## src/rtl/lvs_pkg.sv

```systemverilog
package lvs_pkg;

    // shared datapath widths of the serial units
    localparam int MUL_A_W = 64;
    localparam int MUL_B_W = 32;
    localparam int PROD_W  = MUL_A_W + MUL_B_W;
    localparam int DIV_N_W = 96;
    localparam int DIV_D_W = 48;

    // saturation limits
    localparam logic [30:0] MAX31 = '1;
    localparam logic [46:0] MAX47 = '1;
    localparam logic [47:0] MAX48 = '1;

    localparam logic signed [15:0] PCT_FULL = 16'sd25600;
    localparam logic [12:0] RPM_IDLE = 13'd800;
    localparam logic [12:0] RPM_MAX  = 13'd7000;

    localparam logic [DIV_D_W-1:0] KW_DIVISOR   = 48'd1000;
    localparam logic [DIV_D_W-1:0] IDLE_DIVISOR = 48'd4500;
    localparam logic [DIV_D_W-1:0] FUEL_DIVISOR = 48'd10800;
    localparam logic [MUL_B_W-1:0] RATE_SCALE   = 32'd100000;

    // register reset values (default vehicle)
    localparam logic [31:0] RST_DRIVE_GAIN    = 32'd2293760;
    localparam logic [31:0] RST_BRAKE_GAIN    = 32'd5242880;
    localparam logic [31:0] RST_BRAKE_LIMIT   = 32'd884736000;
    localparam logic [31:0] RST_DRAG_GAIN     = 32'd30106;
    localparam logic [31:0] RST_ROLLING_FORCE = 32'd14465434;
    localparam logic [31:0] RST_INVERSE_MASS  = 32'd2863311;
    localparam logic [31:0] RST_RPM_GAIN      = 32'd7301268;
    localparam logic [31:0] RST_PRESSURE_GAIN = 32'd107374182;

    typedef enum logic [2:0] {
        REG_DRIVE_GAIN,
        REG_BRAKE_GAIN,
        REG_BRAKE_LIMIT,
        REG_DRAG_GAIN,
        REG_ROLLING_FORCE,
        REG_INVERSE_MASS,
        REG_RPM_GAIN,
        REG_PRESSURE_GAIN
    } cfg_index_t;

    typedef enum logic [3:0] {
        ST_IDLE   = 4'b0001,
        ST_LAUNCH = 4'b0010,
        ST_WAIT   = 4'b0100,
        ST_OUT    = 4'b1000
    } state_t;

    typedef enum logic [3:0] {
        SP_DRIVE,
        SP_BRAKE,
        SP_VSQ,
        SP_DRAG,
        SP_ACC,
        SP_DV,
        SP_POS,
        SP_RPM,
        SP_POW,
        SP_KW,
        SP_KD,
        SP_FUEL,
        SP_PRES,
        SP_NUM,
        SP_RATE
    } step_t;

endpackage

```

## src/rtl/lvs_mul.sv

```systemverilog
module lvs_mul (
    input  logic                           aclk,
    input  logic                           aresetn,
    input  logic                           start,
    input  logic [lvs_pkg::MUL_A_W-1:0]    a,
    input  logic [lvs_pkg::MUL_B_W-1:0]    b,
    output logic                           done,
    output logic [lvs_pkg::PROD_W-1:0]     p
);

    localparam int CNT_W = $clog2(lvs_pkg::MUL_B_W);

    logic [lvs_pkg::MUL_A_W-1:0] a_reg;
    logic [lvs_pkg::MUL_B_W-1:0] b_reg;
    logic [lvs_pkg::PROD_W-1:0]  acc_reg;
    logic [CNT_W-1:0]            cnt_reg;
    logic                        busy_reg;
    logic                        done_reg;
    logic [lvs_pkg::MUL_A_W:0]   sum;

    // one multiplier bit per cycle, lsb first, partial sum shifts right
    assign sum = {1'b0, acc_reg[lvs_pkg::PROD_W-1:lvs_pkg::MUL_B_W]}
               + (b_reg[0] ? {1'b0, a_reg} : '0);

    always_ff @(posedge aclk) begin
        if (!aresetn) begin
            busy_reg <= 1'b0;
            done_reg <= 1'b0;
        end else begin
            done_reg <= 1'b0;
            if (start) begin
                busy_reg <= 1'b1;
            end else if (busy_reg && cnt_reg == CNT_W'(lvs_pkg::MUL_B_W - 1)) begin
                busy_reg <= 1'b0;
                done_reg <= 1'b1;
            end
        end
    end

    always_ff @(posedge aclk) begin
        if (start) begin
            a_reg   <= a;
            b_reg   <= b;
            acc_reg <= '0;
            cnt_reg <= '0;
        end else if (busy_reg) begin
            acc_reg <= {sum, acc_reg[lvs_pkg::MUL_B_W-1:1]};
            b_reg   <= b_reg >> 1;
            cnt_reg <= cnt_reg + 1'b1;
        end
    end

    assign done = done_reg;
    assign p    = acc_reg;

endmodule

```

## src/rtl/lvs_div.sv

```systemverilog
module lvs_div (
    input  logic                           aclk,
    input  logic                           aresetn,
    input  logic                           start,
    input  logic [lvs_pkg::DIV_N_W-1:0]    num,
    input  logic [lvs_pkg::DIV_D_W-1:0]    den,
    output logic                           done,
    output logic [lvs_pkg::DIV_N_W-1:0]    q
);

    localparam int CNT_W = $clog2(lvs_pkg::DIV_N_W);

    logic [lvs_pkg::DIV_N_W-1:0] quo_reg;
    logic [lvs_pkg::DIV_D_W-1:0] rem_reg;
    logic [lvs_pkg::DIV_D_W-1:0] den_reg;
    logic [CNT_W-1:0]            cnt_reg;
    logic                        busy_reg;
    logic                        done_reg;
    logic [lvs_pkg::DIV_D_W:0]   shifted;
    logic [lvs_pkg::DIV_D_W:0]   diff;
    logic                        fits;

    // restoring division, one quotient bit per cycle, msb first
    assign shifted = {rem_reg, quo_reg[lvs_pkg::DIV_N_W-1]};
    assign diff    = shifted - {1'b0, den_reg};
    assign fits    = shifted >= {1'b0, den_reg};

    always_ff @(posedge aclk) begin
        if (!aresetn) begin
            busy_reg <= 1'b0;
            done_reg <= 1'b0;
        end else begin
            done_reg <= 1'b0;
            if (start) begin
                busy_reg <= 1'b1;
            end else if (busy_reg && cnt_reg == CNT_W'(lvs_pkg::DIV_N_W - 1)) begin
                busy_reg <= 1'b0;
                done_reg <= 1'b1;
            end
        end
    end

    always_ff @(posedge aclk) begin
        if (start) begin
            quo_reg <= num;
            rem_reg <= '0;
            den_reg <= den;
            cnt_reg <= '0;
        end else if (busy_reg) begin
            rem_reg <= fits ? diff[lvs_pkg::DIV_D_W-1:0] : shifted[lvs_pkg::DIV_D_W-1:0];
            quo_reg <= {quo_reg[lvs_pkg::DIV_N_W-2:0], fits};
            cnt_reg <= cnt_reg + 1'b1;
        end
    end

    assign done = done_reg;
    assign q    = quo_reg;

endmodule

```

## src/rtl/longitudinal_vehicle_step.sv

```systemverilog
// Longitudinal vehicle plant: one explicit Euler step per input beat.
// s_ channel: one beat carries throttle, brake, target speed and time step.
// m_ channel: one result beat per input beat with speed, distance, power,
// brake pressure, fuel per 100 km, speed error and engine rpm.
// cfg port: a write at any clock with cfg_wr_en high loads one vehicle gain;
// write only while the block is idle.
// The step runs as a fixed sequence of 12 products on a bit-serial
// shift-add multiplier and 3 quotients on a bit-serial restoring divider,
// so a new beat is not taken while a step is still running. One step is
// in flight at a time; the next beat is taken as soon as the result is in
// the output register.
// Reset clears velocity, position and fuel, sets rpm to idle and loads the
// default vehicle gains. When the receiver stalls, the result is held in the
// output register; a further step completes its sequence and then waits
// until the held beat is taken.
module longitudinal_vehicle_step #(
    parameter int FRAC_BITS = 16
) (
    input  logic         aclk,
    input  logic         aresetn,
    // throttle_cmd, brake_cmd, speed_goal, time_step, pad
    input  logic [79:0]  s_tdata,
    input  logic         s_tvalid,
    output logic         s_tready,
    // speed_out, distance_travelled, power_kw, brake_bar,
    // fuel_per_100km, speed_error, rpm_out
    output logic [215:0] m_tdata,
    output logic         m_tvalid,
    input  logic         m_tready,
    input  logic         cfg_wr_en,
    input  logic [2:0]   cfg_index,
    input  logic [31:0]  cfg_data
);

    localparam int NSH_L = (2 * FRAC_BITS >= 32) ? 2 * FRAC_BITS - 32 : 0;
    localparam int NSH_R = (2 * FRAC_BITS >= 32) ? 0 : 32 - 2 * FRAC_BITS;
    localparam int PW    = lvs_pkg::PROD_W;

    // vehicle gains
    logic [31:0] drive_gain_reg, brake_gain_reg, brake_limit_reg, drag_gain_reg;
    logic [31:0] rolling_force_reg, inverse_mass_reg, rpm_gain_reg, pressure_gain_reg;

    // control
    lvs_pkg::state_t state_reg;
    lvs_pkg::step_t  step_reg;
    logic            m_tvalid_reg;
    logic [215:0]    m_tdata_reg;

    // captured input beat
    logic [14:0] thr_reg, brk_reg;
    logic [30:0] target_reg;
    logic [15:0] dt_reg;

    // plant state
    logic [30:0] velocity_reg;
    logic [46:0] position_reg;
    logic [47:0] fuel_reg;
    logic [12:0] rpm_reg;

    // step intermediates
    logic [38:0] f_drive_reg;
    logic [31:0] f_brake_reg;
    logic [63:0] v2_reg;
    logic [49:0] resist_reg;
    logic [47:0] acc_reg;
    logic [63:0] pw_reg;
    logic [30:0] kw_reg;
    logic [46:0] kd_reg;
    logic [30:0] pres_reg;
    logic [95:0] n_reg;
    logic [30:0] rate_reg;

    // serial units
    logic                          mul_start, div_start, mul_done, div_done;
    logic [lvs_pkg::MUL_A_W-1:0]   mul_a;
    logic [lvs_pkg::MUL_B_W-1:0]   mul_b;
    logic [PW-1:0]                 mul_p;
    logic [lvs_pkg::DIV_N_W-1:0]   div_num, div_q;
    logic [lvs_pkg::DIV_D_W-1:0]   div_den;
    logic                          step_is_div;

    // combinational helpers
    logic signed [15:0] thr_in, brk_in;
    logic [14:0]        thr_clamp, brk_clamp;
    logic               accel, drag_on, idle_fuel, dist_ok;
    logic [49:0]        mag;
    logic [PW-1:0]      p_sh_f, p_sh_2f;
    logic [38:0]        brake_raw;
    logic [47:0]        drag48, roll48;
    logic [30:0]        dv;
    logic [31:0]        v_sum;
    logic [30:0]        vn;
    logic [47:0]        pos_sum;
    logic [48:0]        fuel_sum;
    logic [95:0]        fuel_num;
    logic               s_fire, out_free;

    assign s_fire   = s_tvalid && s_tready;
    assign out_free = !m_tvalid_reg || m_tready;
    assign s_tready = state_reg == lvs_pkg::ST_IDLE;
    assign m_tvalid = m_tvalid_reg;
    assign m_tdata  = m_tdata_reg;

    // command clamp to 0..100 percent
    always_comb begin
        thr_in = s_tdata[15:0];
        brk_in = s_tdata[31:16];
        if (thr_in < 16'sd0) begin
            thr_clamp = '0;
        end else if (thr_in > lvs_pkg::PCT_FULL) begin
            thr_clamp = lvs_pkg::PCT_FULL[14:0];
        end else begin
            thr_clamp = thr_in[14:0];
        end
        if (brk_in < 16'sd0) begin
            brk_clamp = '0;
        end else if (brk_in > lvs_pkg::PCT_FULL) begin
            brk_clamp = lvs_pkg::PCT_FULL[14:0];
        end else begin
            brk_clamp = brk_in[14:0];
        end
    end

    // flags and per-step datapath
    assign drag_on   = ({4'b0, velocity_reg} * 35'd10) >= (35'd1 << FRAC_BITS);
    assign idle_fuel = ({4'b0, kw_reg} * 35'd10) < (35'd1 << FRAC_BITS);
    assign dist_ok   = ({10'b0, position_reg} * 57'd1000) > (57'd1 << FRAC_BITS);
    assign accel     = {11'b0, f_drive_reg} >= resist_reg;
    assign mag       = accel ? {11'b0, f_drive_reg} - resist_reg
                             : resist_reg - {11'b0, f_drive_reg};
    assign p_sh_f    = mul_p >> FRAC_BITS;
    assign p_sh_2f   = mul_p >> (2 * FRAC_BITS);
    assign brake_raw = mul_p[46:8];
    assign drag48    = (|p_sh_f[PW-1:48]) ? lvs_pkg::MAX48 : p_sh_f[47:0];
    assign roll48    = (velocity_reg != '0) ? {16'b0, rolling_force_reg} : '0;
    assign dv        = (|mul_p[PW-1:47]) ? lvs_pkg::MAX31 : mul_p[46:16];
    assign v_sum     = {1'b0, velocity_reg} + {1'b0, dv};
    assign pos_sum   = {1'b0, position_reg} + {17'b0, mul_p[46:16]};
    assign fuel_sum  = {1'b0, fuel_reg} + {1'b0, div_q[47:0]};
    assign fuel_num  = idle_fuel ? {64'b0, dt_reg, 16'b0}
                                 : (({49'b0, kd_reg} << 16) >> FRAC_BITS);

    always_comb begin
        if (accel) begin
            vn = v_sum[31] ? lvs_pkg::MAX31 : v_sum[30:0];
        end else begin
            vn = (dv >= velocity_reg) ? '0 : velocity_reg - dv;
        end
    end

    // operand selection for the current step
    always_comb begin
        mul_a       = '0;
        mul_b       = '0;
        div_num     = '0;
        div_den     = '0;
        step_is_div = 1'b0;
        case (step_reg)
            lvs_pkg::SP_DRIVE: begin
                mul_a = {32'b0, drive_gain_reg};
                mul_b = {17'b0, thr_reg};
            end
            lvs_pkg::SP_BRAKE: begin
                mul_a = {32'b0, brake_gain_reg};
                mul_b = {17'b0, brk_reg};
            end
            lvs_pkg::SP_VSQ: begin
                mul_a = {33'b0, velocity_reg};
                mul_b = {1'b0, velocity_reg};
            end
            lvs_pkg::SP_DRAG: begin
                mul_a = v2_reg;
                mul_b = drag_gain_reg;
            end
            lvs_pkg::SP_ACC: begin
                mul_a = {14'b0, mag};
                mul_b = inverse_mass_reg;
            end
            lvs_pkg::SP_DV: begin
                mul_a = {16'b0, acc_reg};
                mul_b = {16'b0, dt_reg};
            end
            lvs_pkg::SP_POS: begin
                mul_a = {33'b0, velocity_reg};
                mul_b = {16'b0, dt_reg};
            end
            lvs_pkg::SP_RPM: begin
                mul_a = {33'b0, velocity_reg};
                mul_b = rpm_gain_reg;
            end
            lvs_pkg::SP_POW: begin
                mul_a = {25'b0, f_drive_reg};
                mul_b = {1'b0, velocity_reg};
            end
            lvs_pkg::SP_KW: begin
                step_is_div = 1'b1;
                div_num     = {32'b0, pw_reg};
                div_den     = lvs_pkg::KW_DIVISOR;
            end
            lvs_pkg::SP_KD: begin
                mul_a = {33'b0, kw_reg};
                mul_b = {16'b0, dt_reg};
            end
            lvs_pkg::SP_FUEL: begin
                step_is_div = 1'b1;
                div_num     = fuel_num;
                div_den     = idle_fuel ? lvs_pkg::IDLE_DIVISOR : lvs_pkg::FUEL_DIVISOR;
            end
            lvs_pkg::SP_PRES: begin
                mul_a = {32'b0, f_brake_reg};
                mul_b = pressure_gain_reg;
            end
            lvs_pkg::SP_NUM: begin
                mul_a = {16'b0, fuel_reg};
                mul_b = lvs_pkg::RATE_SCALE;
            end
            lvs_pkg::SP_RATE: begin
                step_is_div = 1'b1;
                div_num     = n_reg;
                div_den     = {1'b0, position_reg};
            end
            default: begin
                step_is_div = 1'b0;
            end
        endcase
    end

    assign mul_start = (state_reg == lvs_pkg::ST_LAUNCH) && !step_is_div;
    assign div_start = (state_reg == lvs_pkg::ST_LAUNCH) && step_is_div;

    lvs_mul u_mul (
        .aclk    (aclk),
        .aresetn (aresetn),
        .start   (mul_start),
        .a       (mul_a),
        .b       (mul_b),
        .done    (mul_done),
        .p       (mul_p)
    );

    lvs_div u_div (
        .aclk    (aclk),
        .aresetn (aresetn),
        .start   (div_start),
        .num     (div_num),
        .den     (div_den),
        .done    (div_done),
        .q       (div_q)
    );

    // configuration writes
    always_ff @(posedge aclk) begin
        if (!aresetn) begin
            drive_gain_reg    <= lvs_pkg::RST_DRIVE_GAIN;
            brake_gain_reg    <= lvs_pkg::RST_BRAKE_GAIN;
            brake_limit_reg   <= lvs_pkg::RST_BRAKE_LIMIT;
            drag_gain_reg     <= lvs_pkg::RST_DRAG_GAIN;
            rolling_force_reg <= lvs_pkg::RST_ROLLING_FORCE;
            inverse_mass_reg  <= lvs_pkg::RST_INVERSE_MASS;
            rpm_gain_reg      <= lvs_pkg::RST_RPM_GAIN;
            pressure_gain_reg <= lvs_pkg::RST_PRESSURE_GAIN;
        end else if (cfg_wr_en) begin
            case (lvs_pkg::cfg_index_t'(cfg_index))
                lvs_pkg::REG_DRIVE_GAIN:    drive_gain_reg    <= cfg_data;
                lvs_pkg::REG_BRAKE_GAIN:    brake_gain_reg    <= cfg_data;
                lvs_pkg::REG_BRAKE_LIMIT:   brake_limit_reg   <= cfg_data;
                lvs_pkg::REG_DRAG_GAIN:     drag_gain_reg     <= cfg_data;
                lvs_pkg::REG_ROLLING_FORCE: rolling_force_reg <= cfg_data;
                lvs_pkg::REG_INVERSE_MASS:  inverse_mass_reg  <= cfg_data;
                lvs_pkg::REG_RPM_GAIN:      rpm_gain_reg      <= cfg_data;
                lvs_pkg::REG_PRESSURE_GAIN: pressure_gain_reg <= cfg_data;
                default: begin
                end
            endcase
        end
    end

    // sequencer and plant state
    always_ff @(posedge aclk) begin
        if (!aresetn) begin
            state_reg    <= lvs_pkg::ST_IDLE;
            step_reg     <= lvs_pkg::SP_DRIVE;
            m_tvalid_reg <= 1'b0;
            velocity_reg <= '0;
            position_reg <= '0;
            fuel_reg     <= '0;
            rpm_reg      <= lvs_pkg::RPM_IDLE;
        end else begin
            // a new beat loads while the held one leaves, otherwise valid drops on take
            if (state_reg == lvs_pkg::ST_OUT && out_free) begin
                m_tvalid_reg <= 1'b1;
            end else if (m_tready) begin
                m_tvalid_reg <= 1'b0;
            end
            case (state_reg)
                lvs_pkg::ST_IDLE: begin
                    if (s_fire) begin
                        thr_reg    <= thr_clamp;
                        brk_reg    <= brk_clamp;
                        target_reg <= s_tdata[62:32];
                        dt_reg     <= s_tdata[78:63];
                        step_reg   <= lvs_pkg::SP_DRIVE;
                        state_reg  <= lvs_pkg::ST_LAUNCH;
                    end
                end
                lvs_pkg::ST_LAUNCH: begin
                    state_reg <= lvs_pkg::ST_WAIT;
                end
                lvs_pkg::ST_WAIT: begin
                    if (mul_done || div_done) begin
                        if (step_reg == lvs_pkg::SP_RATE) begin
                            state_reg <= lvs_pkg::ST_OUT;
                            step_reg  <= lvs_pkg::SP_DRIVE;
                        end else begin
                            state_reg <= lvs_pkg::ST_LAUNCH;
                            step_reg  <= lvs_pkg::step_t'(step_reg + 4'd1);
                        end
                        case (step_reg)
                            lvs_pkg::SP_DRIVE: f_drive_reg <= mul_p[46:8];
                            lvs_pkg::SP_BRAKE: begin
                                // anti-lock cap
                                f_brake_reg <= (brake_raw > {7'b0, brake_limit_reg})
                                             ? brake_limit_reg : brake_raw[31:0];
                            end
                            lvs_pkg::SP_VSQ: v2_reg <= p_sh_f[63:0];
                            lvs_pkg::SP_DRAG: begin
                                // no drag below 0.1 m/s, rolling only while moving
                                resist_reg <= {2'b0, drag_on ? drag48 : 48'd0}
                                            + {2'b0, roll48} + {18'b0, f_brake_reg};
                            end
                            lvs_pkg::SP_ACC: begin
                                acc_reg <= (|mul_p[PW-1:80]) ? lvs_pkg::MAX48
                                                             : mul_p[79:32];
                            end
                            lvs_pkg::SP_DV: velocity_reg <= vn;
                            lvs_pkg::SP_POS: begin
                                position_reg <= pos_sum[47] ? lvs_pkg::MAX47
                                                            : pos_sum[46:0];
                            end
                            lvs_pkg::SP_RPM: begin
                                if (p_sh_2f > {83'b0, lvs_pkg::RPM_MAX}) begin
                                    rpm_reg <= lvs_pkg::RPM_MAX;
                                end else if (p_sh_2f < {83'b0, lvs_pkg::RPM_IDLE}) begin
                                    rpm_reg <= lvs_pkg::RPM_IDLE;
                                end else begin
                                    rpm_reg <= p_sh_2f[12:0];
                                end
                            end
                            lvs_pkg::SP_POW: pw_reg <= p_sh_f[63:0];
                            lvs_pkg::SP_KW: begin
                                kw_reg <= (|div_q[95:31]) ? lvs_pkg::MAX31 : div_q[30:0];
                            end
                            lvs_pkg::SP_KD: kd_reg <= mul_p[46:0];
                            lvs_pkg::SP_FUEL: begin
                                if (|div_q[95:48] || fuel_sum[48]) begin
                                    fuel_reg <= lvs_pkg::MAX48;
                                end else begin
                                    fuel_reg <= fuel_sum[47:0];
                                end
                            end
                            lvs_pkg::SP_PRES: begin
                                pres_reg <= (|mul_p[PW-1:63]) ? lvs_pkg::MAX31
                                                              : mul_p[62:32];
                            end
                            lvs_pkg::SP_NUM: n_reg <= (mul_p << NSH_L) >> NSH_R;
                            lvs_pkg::SP_RATE: begin
                                // fuel rate stays zero until 0.001 m travelled
                                if (!dist_ok) begin
                                    rate_reg <= '0;
                                end else begin
                                    rate_reg <= (|div_q[95:31]) ? lvs_pkg::MAX31
                                                                : div_q[30:0];
                                end
                            end
                            default: begin
                            end
                        endcase
                    end
                end
                lvs_pkg::ST_OUT: begin
                    // hold until the output register is free
                    if (out_free) begin
                        state_reg <= lvs_pkg::ST_IDLE;
                    end
                end
                default: begin
                    state_reg <= lvs_pkg::ST_IDLE;
                end
            endcase
        end
    end

    // result beat
    always_ff @(posedge aclk) begin
        if (state_reg == lvs_pkg::ST_OUT && out_free) begin
            m_tdata_reg <= {rpm_reg,
                            {1'b0, target_reg} - {1'b0, velocity_reg},
                            rate_reg,
                            pres_reg,
                            kw_reg,
                            position_reg,
                            velocity_reg};
        end
    end

    // the two serial units never finish in the same cycle
    a_units_exclusive: assert property (@(posedge aclk) disable iff (!aresetn)
        mul_done |-> !div_done)
        else $error("multiplier and divider finished together");

    // an accepted beat starts the sequence at its first step
    a_seq_start: assert property (@(posedge aclk) disable iff (!aresetn)
        s_fire |=> (state_reg == lvs_pkg::ST_LAUNCH && step_reg == lvs_pkg::SP_DRIVE))
        else $error("step sequence did not start on accepted beat");

    // reported rpm stays between idle and redline
    a_rpm_range: assert property (@(posedge aclk) disable iff (!aresetn)
        m_tvalid |-> (m_tdata[215:203] >= lvs_pkg::RPM_IDLE
                      && m_tdata[215:203] <= lvs_pkg::RPM_MAX))
        else $error("engine rpm out of range");

endmodule
```

## config.mk

```make
export PLATFORM = sky130hd
export DESIGN_NAME = longitudinal_vehicle_step
export DESIGN_NICKNAME = d
export VERILOG_FILES = /design/src/rtl/lvs_pkg.sv /design/src/rtl/lvs_mul.sv /design/src/rtl/lvs_div.sv /design/src/rtl/longitudinal_vehicle_step.sv
export SDC_FILE = /design/constraint.sdc
export NUM_CORES = 2
export LEC_CHECK = 0
export ABC_AREA = 1
export BUFFER_PORTS_ARGS = -buffer_cell sky130_fd_sc_hd__buf_2
export CAP_MARGIN = 20
export CORE_ASPECT_RATIO = 1.4
export CORE_MARGIN = 2
export CORE_UTILIZATION = 43
export CTS_BUF_LIST = sky130_fd_sc_hd__clkbuf_2
export DETAILED_ROUTE_END_ITERATION = 7
export PLACE_DENSITY = 0.7
export SYNTH_ARGS = -nofsm -noshare
export SYNTH_HDL_FRONTEND = slang
export SYNTH_SLANG_ARGS = --single-unit
```

## constraint.sdc

```tcl
create_clock -name aclk -period 30.3 [get_ports aclk]
set_clock_uncertainty 0.15 [all_clocks]
set_input_delay 3.03 -clock aclk [delete_from_list [all_inputs] [get_ports aclk]]
set_output_delay 3.03 -clock aclk [all_outputs]
set_load 0.01 [all_outputs]
```

==> flow_summary.toml <==
[status]
run_status = "finished with violations"
violations = "design-rule violations"

[pwr]
pwr_density_cell_nw_per_um2 = 49.8
max-vdd-ir-drop_v = 0.0000419
p_leak_nw = 50.6
internal-power_mw = 3.50
p_seq_share_pct = 48.9
p_comb_share_pct = 21.6
p_switching_mw = 2.05
power_mw = 5.55
clkPwrFrac_pct = 29.5
sw_frac_of_total_pct = 36.9

[cells_and_area]
layout_common_cells = "nand2_1, inv_1, nor2_1, edfxtp_1, a21oi_1"
drive_above_1_share_pct = 9.89
final_common_cell = "nand2_1"
fin_nets = 13800
area_delta_synth_final_pct = 9.45
largest_reg_flops = 216

[grt]
grt_usage_pct = 35.5
grt_pass1_vias = 90600
grt_pass1_wl_um = 618000
overflow = 0
grt_max_degree = 103
antenna_found_initial = 70

[synth]
synth_edf_count = 1064
synth_cell_types = 76
avgSynthCellArea_um2 = 8.26
synthCells = 12300
synthFlopType = "edfxtp_1"
synth_area_um2 = 102000
synthArstFlopShare_pct = 0
synth_seq_area_share_pct = 42.5
yosys_register_bits = 1628
synth.net_count = 13300
synth_warnings = 0

[setup_path]
crit_path_start_kind = "flop"
worst_path_largest_cell_delay_ns = 1.03
crit_type = "reg2reg"
crit_path_end_kind = "flop"
cpMaxStageDelayCell = "dfxtp_1"
worst_path_most_repeated_cell = "nand2_1"
cp.arrival_ns = 9.60
critPathMaxFanout = 58
crit_required_ns = 31.73

[timing]
grt_setup_unrepaired = "false"
finalHoldViolCount = 0
setup_violations = 0
timing_worst_slew_pin_value_ns = 1.28
final-max-slew-violation-count = 0
min_period_ns = 8.16
finalCritPeriodShare_pct = 26.9
fin_setup_tns_ns = 0
relSlewSlack_pct = 14.6
fmax_ghz = 0.123

[drt]
drt_iter0_markers = 10200
wl_um = 436000
drt_pass1_iterations = 8
drc = 2
vias_per_cell = 5.77
ant_nets = 0
wl_per_cell_um = 26.8
num_vias = 94000

[clock_network]
cts_made_buffers = 394
postCtsSetupBuffers = 0
cts_htree_levels = 5
cts_tree = "yes"
cts_sinks = 1628
clkLatencyLatePin_ns = 1.92
clkTransAtPathRegs_ns = 0.12
cts-resized-gates = 0
root_buffer = "clkbuf_2"
cts_hold_buf = 0
cts_buffer_depth = 4

[place]
port_buffers = 336
gp_congestion = 1.10
hpwl_um = 334000

[die]
row_count = 211
design.core.area_um2 = 235000
die_h_um = 579
io_pins = 338
dieWidth_um = 415
die_area_um2 = 240000
initial_utilization_pct = 43.2

[run]
maxCapViolations = 0

[hold_path]
min_path_type = "reg2reg"
-- layout make-up --
type                       instances  area (um^2)
fill                           23600       124000
multi-input combinational       8468        50200
sequential                      1628        43200
inverter                        1813         6820
tap                             3088         3860
timing repair buffer             508         3030
clock buffer                     578         2890
clock inverter                   152         1070
antenna                           64          160
-- synth_stat cells, types with 85 or more instances --
master	instances	area share (%)
ha_1	657	8.1
nand4_1	121	0.74
edfxtp_1	1064	31
a31oi_1	143	0.88
inv_1	1771	6.5
clkbuf_1	309	1.1
xnor2_1	137	1.2
o21ai_0	811	4.0
xor2_1	211	1.8
nand2_1	2328	8.6
dfxtp_1	564	11
nor2_1	1447	5.3
fa_1	221	4.4
o211ai_1	156	1.2
nand3_1	462	2.3
a21o_1	85	0.63
a221oi_1	159	1.4
a21oi_1	895	4.4
-- metrics by stage --
| step | area [um^2] | utilization [%] | worst slack [ns] | cells | hold slack, ns |
|---|---|---|---|---|---|
| final | 111000 | 47.3 | 22.14 | 16300 | 0.159 |
| after global routing | 111000 | 47.2 | 21.74 | 16300 | 0.186 |
| after CTS | 111000 | 47.2 | 22.41 | 16200 | 0.173 |
| after detailed placement | 107000 | 45.5 | 22.56 | 15500 | 0.255 |
| after global placement | 107000 | 45.5 | 22.56 | 15500 | 0.253 |
| after floorplan | 102000 | - | 5.63 | 12300 | 0.250 |
-- layer usage --
metal | wire length [um] | GRT usage [%] | vias up | part of all wire [%]
met5 | 201 | 0 | - | 0.046
met4 | 53000 | 37.2 | 28 | 12
met3 | 38600 | 8.27 | 1777 | 8.9
met2 | 201000 | 58.0 | 5403 | 46
met1 | 143000 | 36.6 | 44100 | 33
li1 | - | - | 42700 | -
-- final timing paths --
check	slack (ns)	depth (start not counted)	endpoint	startpoint
min reg2reg	0.16	0	m_tdata[209]	rpm_reg[6]
min	0.16	0	m_tdata[209]	rpm_reg[6]
max reg2reg	22.14	36	resist_reg[48]	velocity_reg[2]
max	22.14	36	resist_reg[48]	velocity_reg[2]
-- critical path: cells and delay by family, from the launching register on --
family | cells | cell delay (ns)
flip-flops | 1 | 1.03
adder cells (fa/ha/maj) | 4 | 1.67
AO/OA/AOI/OAI | 6 | 2.22
buffers and inverters | 4 | 0.69
AND/OR/NAND/NOR | 22 | 1.94
-- cells by family after synthesis --
kind of cell	Yosys count	share of synthesized area, %
buf+inv	2212	8.31
flops	1628	42.5
fa+ha+maj	878	12.4
xor+xnor	348	3.00
simple gates	4607	18.5
compound gates	2635	15.3
-- power by group through the flow --
stage	Sequential (mW)	Clock (mW)	Combinational, mW
after floorplan	2.69	0	0.626
final	2.71	1.64	1.20
after global placement	2.75	0	1.13
after global routing	2.71	1.75	1.26
after CTS	2.70	1.65	1.14
after detailed placement	2.75	0	1.14
No activity file was read; power rests on OpenSTA's default activity.
